**src/hw/rtl/bpdc_pkg.sv**
```systemverilog
// ----------------------------------------------------------------------------
// Button packet drive control: shared types and constants
// Byte codes of the control pad packet, configuration indexes and the
// structs that pass between the parser, the drive logic and the top level.
// ----------------------------------------------------------------------------
package bpdc_pkg;

    // Packet framing bytes
    localparam logic [7:0] START_BYTE = 8'h21;  // '!'
    localparam logic [7:0] KIND_BYTE  = 8'h42;  // 'B'

    // Button numbers
    localparam logic [7:0] BTN_HORN  = 8'h31;   // '1'
    localparam logic [7:0] BTN_BEAM  = 8'h32;   // '2'
    localparam logic [7:0] BTN_BRAKE = 8'h33;   // '3'
    localparam logic [7:0] BTN_UP    = 8'h35;   // '5'
    localparam logic [7:0] BTN_DOWN  = 8'h36;   // '6'
    localparam logic [7:0] BTN_LEFT  = 8'h37;   // '7'
    localparam logic [7:0] BTN_RIGHT = 8'h38;   // '8'

    // Hit byte meaning "pressed"
    localparam logic [7:0] HIT_PRESSED = 8'h31; // '1'

    // Turn request codes
    localparam logic [1:0] TURN_NONE  = 2'd0;
    localparam logic [1:0] TURN_LEFT  = 2'd1;
    localparam logic [1:0] TURN_RIGHT = 2'd2;

    // Configuration register indexes
    localparam logic [1:0] CFG_MAX_SPEED  = 2'd0;
    localparam logic [1:0] CFG_ACCEL_STEP = 2'd1;
    localparam logic [1:0] CFG_BRAKE_STEP = 2'd2;

    // Configuration reset values
    localparam logic [6:0] MAX_SPEED_RST  = 7'd100;
    localparam logic [6:0] ACCEL_STEP_RST = 7'd10;
    localparam logic [6:0] BRAKE_STEP_RST = 7'd10;

    // Configuration seen by the drive logic
    typedef struct packed {
        logic [6:0] max_speed;
        logic [6:0] accel_step;
        logic [6:0] brake_step;
    } cfg_t;

    // Decoded packet for the current byte
    typedef struct packed {
        logic       good;      // packet complete, checksum matches
        logic       bad;       // packet complete, checksum wrong
        logic [7:0] number;    // button number
        logic       pressed;   // hit byte was the pressed code
    } cmd_t;

    // Car status after the current byte
    typedef struct packed {
        logic signed [7:0] right_wheel;
        logic signed [7:0] left_wheel;
        logic              forward;
        logic              beam;
        logic              horn;
        logic              left_sig;
        logic              right_sig;
        logic [1:0]        turn;
    } status_t;

endpackage

```
**src/hw/rtl/bpdc_parser.sv**
```systemverilog
// ----------------------------------------------------------------------------
// Button packet parser
// Frames '!' 'B' number hit checksum and checks the inverted 8-bit sum.
// Phase and captured bytes advance only when the top level takes a byte.
// ----------------------------------------------------------------------------
module bpdc_parser (
    input  logic            clk,
    input  logic            rst_n,
    input  logic            advance,
    input  logic [7:0]      rx_data,
    output bpdc_pkg::cmd_t  cmd
);

    localparam logic [2:0] PH_HUNT = 3'd0;
    localparam logic [2:0] PH_BANG = 3'd1;
    localparam logic [2:0] PH_NUM  = 3'd2;
    localparam logic [2:0] PH_HIT  = 3'd3;
    localparam logic [2:0] PH_SUM  = 3'd4;

    logic [2:0] phase_reg;
    logic [2:0] phase_next;
    logic [7:0] number_reg;
    logic [7:0] number_next;
    logic [7:0] hit_reg;
    logic [7:0] hit_next;
    logic [7:0] sum_expected;

    // Work out the expected checksum byte
    assign sum_expected = ~(bpdc_pkg::START_BYTE + bpdc_pkg::KIND_BYTE + number_reg + hit_reg);

    // Step the framing state
    always_comb
    begin
        phase_next  = phase_reg;
        number_next = number_reg;
        hit_next    = hit_reg;
        unique case (phase_reg)
            PH_BANG:
            begin
                phase_next = (rx_data == bpdc_pkg::KIND_BYTE) ? PH_NUM : PH_HUNT;
            end
            PH_NUM:
            begin
                number_next = rx_data;
                phase_next  = PH_HIT;
            end
            PH_HIT:
            begin
                hit_next   = rx_data;
                phase_next = PH_SUM;
            end
            PH_SUM:
            begin
                phase_next = PH_HUNT;
            end
            default:
            begin
                phase_next = (rx_data == bpdc_pkg::START_BYTE) ? PH_BANG : PH_HUNT;
            end
        endcase
    end

    // Decode the packet closed by this byte
    always_comb
    begin
        cmd.good    = (phase_reg == PH_SUM) && (rx_data == sum_expected);
        cmd.bad     = (phase_reg == PH_SUM) && (rx_data != sum_expected);
        cmd.number  = number_reg;
        cmd.pressed = (hit_reg == bpdc_pkg::HIT_PRESSED);
    end

    // Hold the parser state
    always_ff @(posedge clk or negedge rst_n)
    begin
        if (!rst_n)
        begin
            phase_reg  <= PH_HUNT;
            number_reg <= 8'd0;
            hit_reg    <= 8'd0;
        end
        else if (advance)
        begin
            phase_reg  <= phase_next;
            number_reg <= number_next;
            hit_reg    <= hit_next;
        end
    end

    // A completed packet is either good or bad, never both
    a_good_bad_excl: assert property (@(posedge clk) disable iff (!rst_n)
        !(cmd.good && cmd.bad))
        else $error("parser flags good and bad checksum together");

    // The byte after a checksum byte is always back in the hunt
    a_sum_to_hunt: assert property (@(posedge clk) disable iff (!rst_n)
        (advance && phase_reg == PH_SUM) |=> phase_reg == PH_HUNT)
        else $error("parser did not return to hunting after checksum");

    // Number and hit capture only move while framing a packet
    a_capture_phase: assert property (@(posedge clk) disable iff (!rst_n)
        (number_reg != $past(number_reg)) |-> ($past(phase_reg) == PH_NUM))
        else $error("button number changed outside its phase");

endmodule

```
**src/hw/rtl/bpdc_drive.sv**
```systemverilog
// ----------------------------------------------------------------------------
// Drive state update
// Applies a good packet to wheel speeds, gear, beams and indicators, and
// presents the status after the current byte for the result register.
// ----------------------------------------------------------------------------
module bpdc_drive (
    input  logic              clk,
    input  logic              rst_n,
    input  logic              advance,
    input  bpdc_pkg::cfg_t    cfg,
    input  bpdc_pkg::cmd_t    cmd,
    output bpdc_pkg::status_t status
);

    logic signed [7:0] right_level_reg;
    logic signed [7:0] right_level_next;
    logic signed [7:0] left_level_reg;
    logic signed [7:0] left_level_next;
    logic              gear_forward_reg;
    logic              gear_forward_next;
    logic              beam_reg;
    logic              beam_next;
    logic              left_ind_reg;
    logic              left_ind_next;
    logic              right_ind_reg;
    logic              right_ind_next;
    logic              horn;
    logic [1:0]        turn;

    // Step a speed up, stopping at the limit
    function automatic logic signed [7:0] step_up(input logic signed [7:0] v,
                                                   input logic [6:0] m,
                                                   input logic [6:0] a);
        logic signed [9:0] vw;
        logic signed [9:0] mw;
        logic signed [9:0] sw;
        logic signed [9:0] rw;
        vw = {{2{v[7]}}, v};
        mw = {3'b000, m};
        sw = vw + $signed({3'b000, a});
        rw = vw;
        if (vw < mw)
        begin
            rw = (sw > mw) ? mw : sw;
        end
        return rw[7:0];
    endfunction

    // Step a speed down, stopping at the negative limit
    function automatic logic signed [7:0] step_down(input logic signed [7:0] v,
                                                     input logic [6:0] m,
                                                     input logic [6:0] a);
        logic signed [9:0] vw;
        logic signed [9:0] nw;
        logic signed [9:0] sw;
        logic signed [9:0] rw;
        vw = {{2{v[7]}}, v};
        nw = -$signed({3'b000, m});
        sw = vw - $signed({3'b000, a});
        rw = vw;
        if (vw > nw)
        begin
            rw = (sw < nw) ? nw : sw;
        end
        return rw[7:0];
    endfunction

    // Brake a speed toward zero in the direction of the gear
    function automatic logic signed [7:0] brake_one(input logic signed [7:0] v,
                                                     input logic [6:0] b,
                                                     input logic fwd);
        logic signed [9:0] vw;
        logic signed [9:0] bw;
        logic signed [9:0] rw;
        vw = {{2{v[7]}}, v};
        bw = {3'b000, b};
        rw = vw;
        if (fwd)
        begin
            if (vw > 10'sd0)
            begin
                rw = (vw > bw) ? vw - bw : 10'sd0;
            end
        end
        else
        begin
            if (vw < 10'sd0)
            begin
                rw = (vw < -bw) ? vw + bw : 10'sd0;
            end
        end
        return rw[7:0];
    endfunction

    // Act on a good packet
    always_comb
    begin
        right_level_next  = right_level_reg;
        left_level_next   = left_level_reg;
        gear_forward_next = gear_forward_reg;
        beam_next         = beam_reg;
        left_ind_next     = left_ind_reg;
        right_ind_next    = right_ind_reg;
        horn              = 1'b0;
        turn              = bpdc_pkg::TURN_NONE;
        if (cmd.good)
        begin
            unique case (cmd.number)
                bpdc_pkg::BTN_HORN:
                begin
                    horn = cmd.pressed;
                end
                bpdc_pkg::BTN_BEAM:
                begin
                    if (cmd.pressed)
                    begin
                        beam_next = !beam_reg;
                    end
                end
                bpdc_pkg::BTN_BRAKE:
                begin
                    if (cmd.pressed)
                    begin
                        right_level_next = brake_one(right_level_reg, cfg.brake_step,
                                                     gear_forward_reg);
                        left_level_next  = brake_one(left_level_reg, cfg.brake_step,
                                                     gear_forward_reg);
                    end
                end
                bpdc_pkg::BTN_UP:
                begin
                    if (cmd.pressed)
                    begin
                        if (!gear_forward_reg)
                        begin
                            gear_forward_next = 1'b1;
                            right_level_next  = 8'sd0;
                            left_level_next   = 8'sd0;
                        end
                        else
                        begin
                            right_level_next = step_up(right_level_reg, cfg.max_speed,
                                                       cfg.accel_step);
                            left_level_next  = step_up(left_level_reg, cfg.max_speed,
                                                       cfg.accel_step);
                        end
                    end
                end
                bpdc_pkg::BTN_DOWN:
                begin
                    if (cmd.pressed)
                    begin
                        if (gear_forward_reg)
                        begin
                            gear_forward_next = 1'b0;
                            right_level_next  = 8'sd0;
                            left_level_next   = 8'sd0;
                        end
                        else
                        begin
                            right_level_next = step_down(right_level_reg, cfg.max_speed,
                                                         cfg.accel_step);
                            left_level_next  = step_down(left_level_reg, cfg.max_speed,
                                                         cfg.accel_step);
                        end
                    end
                end
                bpdc_pkg::BTN_LEFT:
                begin
                    left_ind_next = cmd.pressed;
                    if (cmd.pressed)
                    begin
                        turn = bpdc_pkg::TURN_LEFT;
                    end
                end
                bpdc_pkg::BTN_RIGHT:
                begin
                    right_ind_next = cmd.pressed;
                    if (cmd.pressed)
                    begin
                        turn = bpdc_pkg::TURN_RIGHT;
                    end
                end
                default:
                begin
                    horn = 1'b0;
                end
            endcase
        end
    end

    // Present the status after this byte
    always_comb
    begin
        status.right_wheel = right_level_next;
        status.left_wheel  = left_level_next;
        status.forward     = gear_forward_next;
        status.beam        = beam_next;
        status.horn        = horn;
        status.left_sig    = left_ind_next;
        status.right_sig   = right_ind_next;
        status.turn        = turn;
    end

    // Hold the car state
    always_ff @(posedge clk or negedge rst_n)
    begin
        if (!rst_n)
        begin
            right_level_reg  <= 8'sd0;
            left_level_reg   <= 8'sd0;
            gear_forward_reg <= 1'b1;
            beam_reg         <= 1'b0;
            left_ind_reg     <= 1'b0;
            right_ind_reg    <= 1'b0;
        end
        else if (advance)
        begin
            right_level_reg  <= right_level_next;
            left_level_reg   <= left_level_next;
            gear_forward_reg <= gear_forward_next;
            beam_reg         <= beam_next;
            left_ind_reg     <= left_ind_next;
            right_ind_reg    <= right_ind_next;
        end
    end

    // Both wheels always receive the same commands
    a_wheels_match: assert property (@(posedge clk) disable iff (!rst_n)
        right_level_reg == left_level_reg)
        else $error("wheel speeds diverged");

    // A gear change clears both speeds
    a_gear_clears: assert property (@(posedge clk) disable iff (!rst_n)
        (gear_forward_reg != $past(gear_forward_reg)) |->
            (right_level_reg == 8'sd0 && left_level_reg == 8'sd0))
        else $error("gear changed without clearing speeds");

    // Beam state moves only on a taken good packet
    a_beam_on_packet: assert property (@(posedge clk) disable iff (!rst_n)
        (beam_reg != $past(beam_reg)) |-> ($past(advance) && $past(cmd.good)))
        else $error("high beam toggled without a good packet");

endmodule

```
**src/hw/rtl/button_packet_drive_control.sv**
```systemverilog
// ----------------------------------------------------------------------------
// Button packet drive control (top level)
// Decodes control pad button packets from a serial byte stream and drives
// wheel speeds, gear, high beams, horn and indicators of a two-wheel car.
//
//   Channel  Handshake            Payload
//   -------  -------------------  ------------------------------------------
//   in       in_valid / in_stall  rx_byte
//   out      out_valid/ out_stall packet_valid .. turn_request (one per byte)
//   cfg      cfg_valid/ cfg_ready cfg_index, cfg_data
//
// One byte per cycle sustained while out_stall is low; a taken byte passes
// through the input register and then the result register, from which
// its result is presented with out_valid on the out channel.
// Reset clears the parser to hunting, speeds to zero, gear to forward and
// loads max_speed 100, accel_step 10, brake_step 10; no clearing pass.
// in_stall rises only when a byte waits in the input register and the
// result register is full and stalled.
// ----------------------------------------------------------------------------
module button_packet_drive_control (
    input  logic              clk,
    input  logic              rst_n,
    // input bytes
    input  logic              in_valid,
    output logic              in_stall,
    input  logic [7:0]        rx_byte,
    // results
    output logic              out_valid,
    input  logic              out_stall,
    output logic              packet_valid,
    output logic              checksum_error,
    output logic signed [7:0] right_wheel_speed,
    output logic signed [7:0] left_wheel_speed,
    output logic              forward_gear,
    output logic              high_beam_on,
    output logic              horn_trigger,
    output logic              left_signal,
    output logic              right_signal,
    output logic [1:0]        turn_request,
    // configuration writes
    input  logic              cfg_valid,
    output logic              cfg_ready,
    input  logic [1:0]        cfg_index,
    input  logic [6:0]        cfg_data
);

    logic              in_full_reg;
    logic              in_full_next;
    logic [7:0]        in_byte_reg;
    logic              out_valid_reg;
    logic              out_valid_next;
    logic              out_free;
    logic              in_accept;
    logic              advance;
    bpdc_pkg::cfg_t    cfg_reg;
    bpdc_pkg::cmd_t    cmd;
    bpdc_pkg::status_t status;
    logic              pv_reg;
    logic              ce_reg;
    bpdc_pkg::status_t status_reg;

    // Handshake and stage control
    assign out_free  = !out_valid_reg || !out_stall;
    assign advance   = in_full_reg && out_free;
    assign in_stall  = in_full_reg && !out_free;
    assign in_accept = in_valid && !in_stall;
    assign cfg_ready = 1'b1;

    always_comb
    begin
        in_full_next = in_full_reg;
        if (in_accept)
        begin
            in_full_next = 1'b1;
        end
        else if (advance)
        begin
            in_full_next = 1'b0;
        end
    end

    always_comb
    begin
        out_valid_next = out_valid_reg;
        if (advance)
        begin
            out_valid_next = 1'b1;
        end
        else if (!out_stall)
        begin
            out_valid_next = 1'b0;
        end
    end

    // Hold stage valid flags
    always_ff @(posedge clk or negedge rst_n)
    begin
        if (!rst_n)
        begin
            in_full_reg   <= 1'b0;
            out_valid_reg <= 1'b0;
        end
        else
        begin
            in_full_reg   <= in_full_next;
            out_valid_reg <= out_valid_next;
        end
    end

    // Capture the incoming item
    always_ff @(posedge clk)
    begin
        if (in_accept)
        begin
            in_byte_reg <= rx_byte;
        end
    end

    // Write configuration registers; unknown indexes are dropped
    always_ff @(posedge clk or negedge rst_n)
    begin
        if (!rst_n)
        begin
            cfg_reg.max_speed  <= bpdc_pkg::MAX_SPEED_RST;
            cfg_reg.accel_step <= bpdc_pkg::ACCEL_STEP_RST;
            cfg_reg.brake_step <= bpdc_pkg::BRAKE_STEP_RST;
        end
        else if (cfg_valid && cfg_ready)
        begin
            unique case (cfg_index)
                bpdc_pkg::CFG_MAX_SPEED:  cfg_reg.max_speed  <= cfg_data;
                bpdc_pkg::CFG_ACCEL_STEP: cfg_reg.accel_step <= cfg_data;
                bpdc_pkg::CFG_BRAKE_STEP: cfg_reg.brake_step <= cfg_data;
                default:                  cfg_reg            <= cfg_reg;
            endcase
        end
    end

    bpdc_parser u_parser (
        .clk     (clk),
        .rst_n   (rst_n),
        .advance (advance),
        .rx_data (in_byte_reg),
        .cmd     (cmd)
    );

    bpdc_drive u_drive (
        .clk     (clk),
        .rst_n   (rst_n),
        .advance (advance),
        .cfg     (cfg_reg),
        .cmd     (cmd),
        .status  (status)
    );

    // Load the result register
    always_ff @(posedge clk)
    begin
        if (advance)
        begin
            pv_reg     <= cmd.good;
            ce_reg     <= cmd.bad;
            status_reg <= status;
        end
    end

    assign out_valid         = out_valid_reg;
    assign packet_valid      = pv_reg;
    assign checksum_error    = ce_reg;
    assign right_wheel_speed = status_reg.right_wheel;
    assign left_wheel_speed  = status_reg.left_wheel;
    assign forward_gear      = status_reg.forward;
    assign high_beam_on      = status_reg.beam;
    assign horn_trigger      = status_reg.horn;
    assign left_signal       = status_reg.left_sig;
    assign right_signal      = status_reg.right_sig;
    assign turn_request      = status_reg.turn;

    // The input stalls only when an item waits and the held result is stalled
    a_stall_only_when_full: assert property (@(posedge clk) disable iff (!rst_n)
        in_stall |-> (in_full_reg && out_valid_reg && out_stall))
        else $error("input stalled while result register could take an item");

    // Horn and turn pulses only come with a good packet
    a_pulse_needs_packet: assert property (@(posedge clk) disable iff (!rst_n)
        (out_valid_reg && (horn_trigger || turn_request != bpdc_pkg::TURN_NONE))
            |-> packet_valid)
        else $error("horn or turn pulse without a good packet");

    // Turn request never carries the unused code
    a_turn_code: assert property (@(posedge clk) disable iff (!rst_n)
        out_valid_reg |-> (turn_request == bpdc_pkg::TURN_NONE ||
                           turn_request == bpdc_pkg::TURN_LEFT ||
                           turn_request == bpdc_pkg::TURN_RIGHT))
        else $error("turn request carries an unused code");

endmodule
```
**config.mk**
```make
export PLATFORM = sky130hd
export DESIGN_NAME = button_packet_drive_control
export DESIGN_NICKNAME = d
export VERILOG_FILES = /design/src/hw/rtl/bpdc_pkg.sv /design/src/hw/rtl/bpdc_parser.sv /design/src/hw/rtl/bpdc_drive.sv /design/src/hw/rtl/button_packet_drive_control.sv
export SDC_FILE = /design/constraint.sdc
export NUM_CORES = 1
export LEC_CHECK = 0
export ABC_AREA = 1
export ABC_CLOCK_PERIOD_IN_PS = 5200
export BUFFER_PORTS_ARGS = -buffer_cell sky130_fd_sc_hd__buf_2
export CORE_AREA = 2 2 169 171
export CTS_CLUSTER_SIZE = 20
export DETAILED_ROUTE_END_ITERATION = 10
export DIE_AREA = 0 0 171 173
export GPL_TIMING_DRIVEN = 1
export SLEW_MARGIN = 5
export SYNTH_ARGS = -nofsm -noshare
export SYNTH_HDL_FRONTEND = slang
export SYNTH_SLANG_ARGS = --single-unit
```
**constraint.sdc**
```tcl
create_clock -name clk -period 5.2 [get_ports clk]
set_input_delay 0.26 -clock clk [delete_from_list [all_inputs] [get_ports clk]]
set_output_delay 0.26 -clock clk [all_outputs]
set_load 0.01 [all_outputs]
```
### After elaboration in Yosys (flattened, before gate mapping)

Index checks and enable logic that the tools add are counted.

| storage, ports and cells | value |
|---|---|
| register bits | 95 |

| operators by class | value |
|---|---|
| $add $sub $neg | 12 |
| magnitude comparators | 16 |
| equal/unequal tests | 19 |
| mux-type cells | 53 |
| bitwise gates (word level) | 1 |
| reductions and logical operators | 19 |

Operator list:

| kind | number |
|---|---|
| 8-bit two-way mux | 30 |
| 8-bit by 6-bit == test with 1-bit output, second input constant | 9 |
| 8-bit case mux with 3 select lines | 2 |
| 8-bit adder | 3 |
| 8-bit by 10-bit > comparator with 1-bit output | 2 |
| 8-bit by 10-bit less-than comparator with 1-bit output | 2 |
| 9-bit by 10-bit less-than comparator with 1-bit output | 2 |
| 7-bit negator with 10-bit output | 2 |
| 8-bit by 8-bit adder with 9-bit output | 2 |
| 9-bit by 8-bit > comparator with 1-bit output | 2 |
| 8-bit by 8-bit subtractor with 9-bit output | 2 |
| 8-bit by 1-bit > comparator with 1-bit output, second input constant | 2 |
| 8-bit > comparator | 2 |
| 8-bit by 1-bit less-than comparator with 1-bit output, second input constant | 2 |
| 8-bit less-than comparator | 2 |
| 1-bit two-way mux | 16 |
| 8-bit subtractor | 2 |
| 3-bit case mux with 4 select lines | 1 |
| 2-bit AND reduction | 6 |
| 7-bit by 8-bit adder with 8-bit output, first input constant | 1 |
| 8-bit by 7-bit == test with 1-bit output, second input constant | 1 |
| 8-bit == test | 1 |
| 8-bit inequality test | 1 |
| 8-bit inverter | 1 |
| other kinds (14) | 24 |

### Logic depth before layout (Yosys ltp)

| logic depth | value |
|---|---|
| word-level depth | 8 |
| gate-level depth with buffers | 30 |

### By module

Synthesis repeated with hierarchy kept, for this count alone.

| second synthesis, totals | value |
|---|---|
| cell total of the unflattened synthesis | 1736 |
| area, all modules | 11544.8 sq um |

Modules (own cells, without submodules):

| module | instances | cells an instance | area an instance (sq um) | seq. area each (sq um) |
|---|---|---|---|---|
| bpdc_drive | 1 | 1365 | 8055.2 | 501.7 |
| button_packet_drive_control | 1 | 142 | 1981.9 | 1575.3 |
| bpdc_parser | 1 | 229 | 1507.7 | 475.5 |

### Worst setup path before layout

OpenSTA, ideal clock, no wires.

| path | value |
|---|---|
| kind | register to register |
| start | register cfg_reg[8] (netlist name) |
| end | register status_reg, in the netlist left_wheel_speed[1] (data pin) |
| setup time | 257 ps |
| arrival time | 3337 ps |
| data required time | 4943 ps |
| path slack | 1606 ps |
| stages on the path, launching flop included | 23 |
| buffers on the path | 0 |
| clock period less this slack | 3594 ps |
| cells stage by stage | dfstp_2 -> inv_1 -> fa_1 -> nand3_1 -> nand3_1 -> nand2_1 -> nand2_1 -> a21oi_1 -> or2_2 -> inv_1 -> o21ai_0 -> ha_1 -> a21oi_1 -> o21a_1 -> nand4_1 -> nand2_1 -> inv_1 -> o21ai_0 -> inv_1 -> nand2_1 -> nand3_1 -> nand2_1 -> nand2_2 |

RTL lines:

| item | RTL line | text |
|---|---|---|
| start: declaration | button_packet_drive_control.sv:55 | `bpdc_pkg::cfg_t cfg_reg;` |
| start signal: assignment | button_packet_drive_control.sv:134 | `default: cfg_reg <= cfg_reg;` |
| end signal: assignment | button_packet_drive_control.sv:163 | `status_reg <= status;` |
| end: declaration | button_packet_drive_control.sv:60 | `bpdc_pkg::status_t status_reg;` |

==> qor.csv <==
stage,metric,value,unit
outcome,status,"finished, final reports clean",
pwr,PD cells,304,mW/mm^2
cells_and_area,max FFs per register,21,
floorplanning,Starting Density,39.6,%
worst_hold_path,worst hold path type,in -> reg,
critical_path,max incr delay on CP,0.44,ns
logic_synthesis,"EDFF count, synth",33,
critical_path,CP required,5.30,ns
floorplanning,chip height,173,um
critical_path,R2R Path End,right_wheel_speed[7]$_DFFE_PP_,
clock_network,Post-CTS Hold Buffers,0,
logic_synthesis,Post-Synthesis Cells,1605,
timing,Layout Skew,0.0145,ns
global_route,largest net degree at the start of global routing,63,
floorplanning,io pins,50,
routing,Via Count,10539,
timing,Final Hold Fails,0,
clock_network,Skew-Pair Late Insertion Delay,0.36,ns
timing,slew margin rel.,37.3,%
routing,wl on met1,16.3,mm
routing,DRT iter0 DRCs,942,
logic_synthesis,Post-synth top flop,dfrtp_1,
worst_hold_path,Hold EP,in_byte_reg[5]$_DFFE_PP_,
cells_and_area,share of cells above drive strength 1,9.00,%
timing,Final period util,79.6,%
timing,endpoints failing setup,0,
routing,Highest Signal Layer,met4,
routing,WL met3,2.41,mm
routing,drt via density,5.18,
pwr,maximum vdd ir drop,241,uV
critical_path,"Arr. time, crit path",4.25,ns
clock_network,CTS root buf,clkbuf_16,
worst_hold_path,worst hold path depth,1,
clock_network,PostCTS Resize Cnt,0,
routing,Routed Antenna Nets,0,
global_route,GRT overflow,0,
cells_and_area,Synth-to-Final Area Change,9.05,%
logic_synthesis,Ys Warns,0,
logic_synthesis,async set-or-reset flop fraction in the synthesized netlist,65.3,%
cells_and_area,"commonest non-fill, non-tap cell in the layout",nand2_1,
critical_path,CP endpoint kind,flop,
placed_design,port bufs,48,
timing,RSZ-0062 raised after global routing,false,
placed_design,cell total after placement,2017,
logic_synthesis,"Distinct cells, synth",48,
floorplanning,Rows,61,
routing,drt pass-1 iters,5,
placed_design,worst slack at placement,1.11,ns
critical_path,Crit-path slowest cell,dfrtp_1,
critical_path,CP top delay family,simple AND/OR/NAND/NOR gates,
timing,final max-slew violation count,0,
routing,Routed met2 length,15.0,mm
global_route,first-pass GRT wire length,54.6,mm
cells_and_area,Fillers,2994,
critical_path,FF-to-FF path depth,24,
logic_synthesis,#FFs+latches synth,95,
critical_path,CP Cell Sequence,inv_1 > ha_1 > inv_1 > fa_1 > nand3_1 > nand3_1 > nand2_1 > inv_1 > o21ai_0 > ha_1 > nand2_1 > inv_1 > a21oi_1 > nand4_1 > nand2_1 > nand2_1 > o21ai_0 > nand2_1 > nand2_1 > nand2_1 > nand2_1 > nand2_1 > nand2_1 > nand2_1,
worst_hold_path,Hold Startpoint,rx_byte[5],
logic_synthesis,"Seq/Total Area, Yosys",23.3,%
cells_and_area,most frequent cells in the layout,"nand2_1, inv_1, ha_1",
pwr,Pleak,6.41,nW
routing,drt total wl,34.6,mm
clock_network,Max Buffers Root-to-Sink,2,
clock_network,H-tree level count,3,
cells_and_area,Layout Nets,1834,
placed_design,GPL Wtd Cong,0.941,
cells_and_area,fin cells,2034,
timing,setup ws final,1.06,ns
timing,setup TNS,0,ns
clock_network,setup bufs post-CTS,0,
critical_path,most used cell along the critical path,nand2_1,
critical_path,CP startpoint kind,flop,
global_route,vias in the first global route,9817,
clock_network,CTS tree,done,
floorplanning,Die Width,171,um
clock_network,Clock Sinks,95,
critical_path,worst-path fanout max,9,
clock_network,Num CTS Buffers,9,
clock_network,Clock transition at path regs,0.08,ns
critical_path,CP Class,reg -> reg,
timing,Tightest Pin Transition,0.938,ns
floorplanning,die footprint,0.0296,mm^2
global_route,initial antenna violation count,1,
logic_synthesis,syn_area_per_cell,6.82,um^2
placed_design,Post-DP HPWL,27.1,mm
logic_synthesis,mapped cell area,0.0109,mm^2
job,max_cap viols,0,
floorplanning,core footprint,0.0276,mm^2
critical_path,Bufs and invs on worst path,4,
critical_path,start of the worst register-to-register path,u_drive.right_level_reg[0]$_DFFE_PN0P_,
routing,DR WL/cell,17.0,um
timing,Max Freq,241,MHz
logic_synthesis,Post-Syn Nets,1789,
routing,DRC errors left,0,
timing,minimum clock period,4.14,ns
global_route,aggregate global-route resource usage,23.9,%
critical_path,R2R setup slack,1.06,ns
## cell usage after synthesis (12+ instances only)
| cell type | number | area, um^2 |
|---|---|---|
| ha_1 | 153 | 1910 |
| nor2_1 | 84 | 315 |
| dfrtp_1 | 54 | 1350 |
| nand4_1 | 36 | 225 |
| inv_1 | 216 | 811 |
| nand3_1 | 111 | 556 |
| buf_2 | 12 | 60.1 |
| nand2_1 | 507 | 1900 |
| clkbuf_1 | 19 | 71.3 |
| edfxtp_1 | 33 | 991 |
| o21ai_0 | 82 | 410 |
| nand2_2 | 16 | 100 |
| nor3_1 | 21 | 105 |
| xor2_1 | 42 | 368 |
| a21oi_1 | 98 | 490 |
## worst max-delay path by stage
| stage | start | endpoint | slack (ns) | depth (start not counted) |
|---|---|---|---|---|
| finish | u_drive.right_level_reg[0]$_DFFE_PN0P_ | right_wheel_speed[7]$_DFFE_PP_ | 1.06 | 24 |
| global route | u_drive.left_level_reg[0]$_DFFE_PN0P_ | left_wheel_speed[1]$_DFFE_PP_ | 0.60 | 26 |
| CTS | u_drive.left_level_reg[0]$_DFFE_PN0P_ | left_wheel_speed[1]$_DFFE_PP_ | 1.10 | 24 |
| detailed placement | u_drive.left_level_reg[0]$_DFFE_PN0P_ | left_wheel_speed[1]$_DFFE_PP_ | 1.11 | 24 |
| global placement | u_drive.left_level_reg[0]$_DFFE_PN0P_ | left_wheel_speed[1]$_DFFE_PP_ | 1.23 | 24 |
| floorplan | cfg_reg[8]$_DFFE_PN1P_ | left_wheel_speed[1]$_DFFE_PP_ | 1.61 | 22 |
## cells by family (layout without fill, tap and decap cells)
kind of cell	count (synthesis)	in the layout	share of synthesized area [%]
compound gates	226	226	11.4
buf+inv	258	308	9.26
fa+ha+maj	162	162	19.1
simple gates	810	810	32.3
flops	95	95	23.3
other cells	1	2	0.0343
xor+xnor	53	53	4.49
## per-stage QoR
| stage | hold WS, ns | total power [mW] | utilization (%) | instance area [um^2] |
|---|---|---|---|---|
| 2_1_floorplan | -0.0356 | 2.44 | - | 10900 |
| 3_5_place_dp | 0.438 | 2.94 | 42.2 | 11600 |
| 5_1_grt | 0.0657 | 3.96 | 43.2 | 11900 |
| 3_3_place_gp | 0.436 | 2.92 | 42.2 | 11600 |
| 6_report | 0.0785 | 3.63 | 43.2 | 11900 |
| 4_1_cts | 0.0640 | 3.63 | 43.2 | 11900 |
## report_power, final
| part | switching (mW) | internal [mW] | leakage (nW) |
|---|---|---|---|
| registers | 0.147 | 0.904 | 1.12 |
| logic | 1.23 | 0.680 | 5.15 |
| clock network | 0.334 | 0.335 | 0.140 |
| total | 1.71 | 1.92 | 6.41 |
## layout make-up
class / instances / area (um^2) / area share (%)
Tap cell: 378 / 473 / 3.96
Inverter: 221 / 830 / 6.95
Antenna cell: 1 / 2.50 / 0.0210
Timing Repair Buffer: 71 / 413 / 3.46
Multi-Input combinational cell: 1252 / 7380 / 61.8
Clock buffer: 9 / 225 / 1.89
Clock inverter: 7 / 61.3 / 0.514
Sequential cell: 95 / 2550 / 21.4
## routing by layer
layer / GRT usage (%) / vias up
met5: 0 / -
met4: 7.38 / 0
met3: 4.05 / 53
met2: 36.5 / 344
met1: 34.3 / 4805
li1: - / 5337
(Power assumes the default switching activity.)
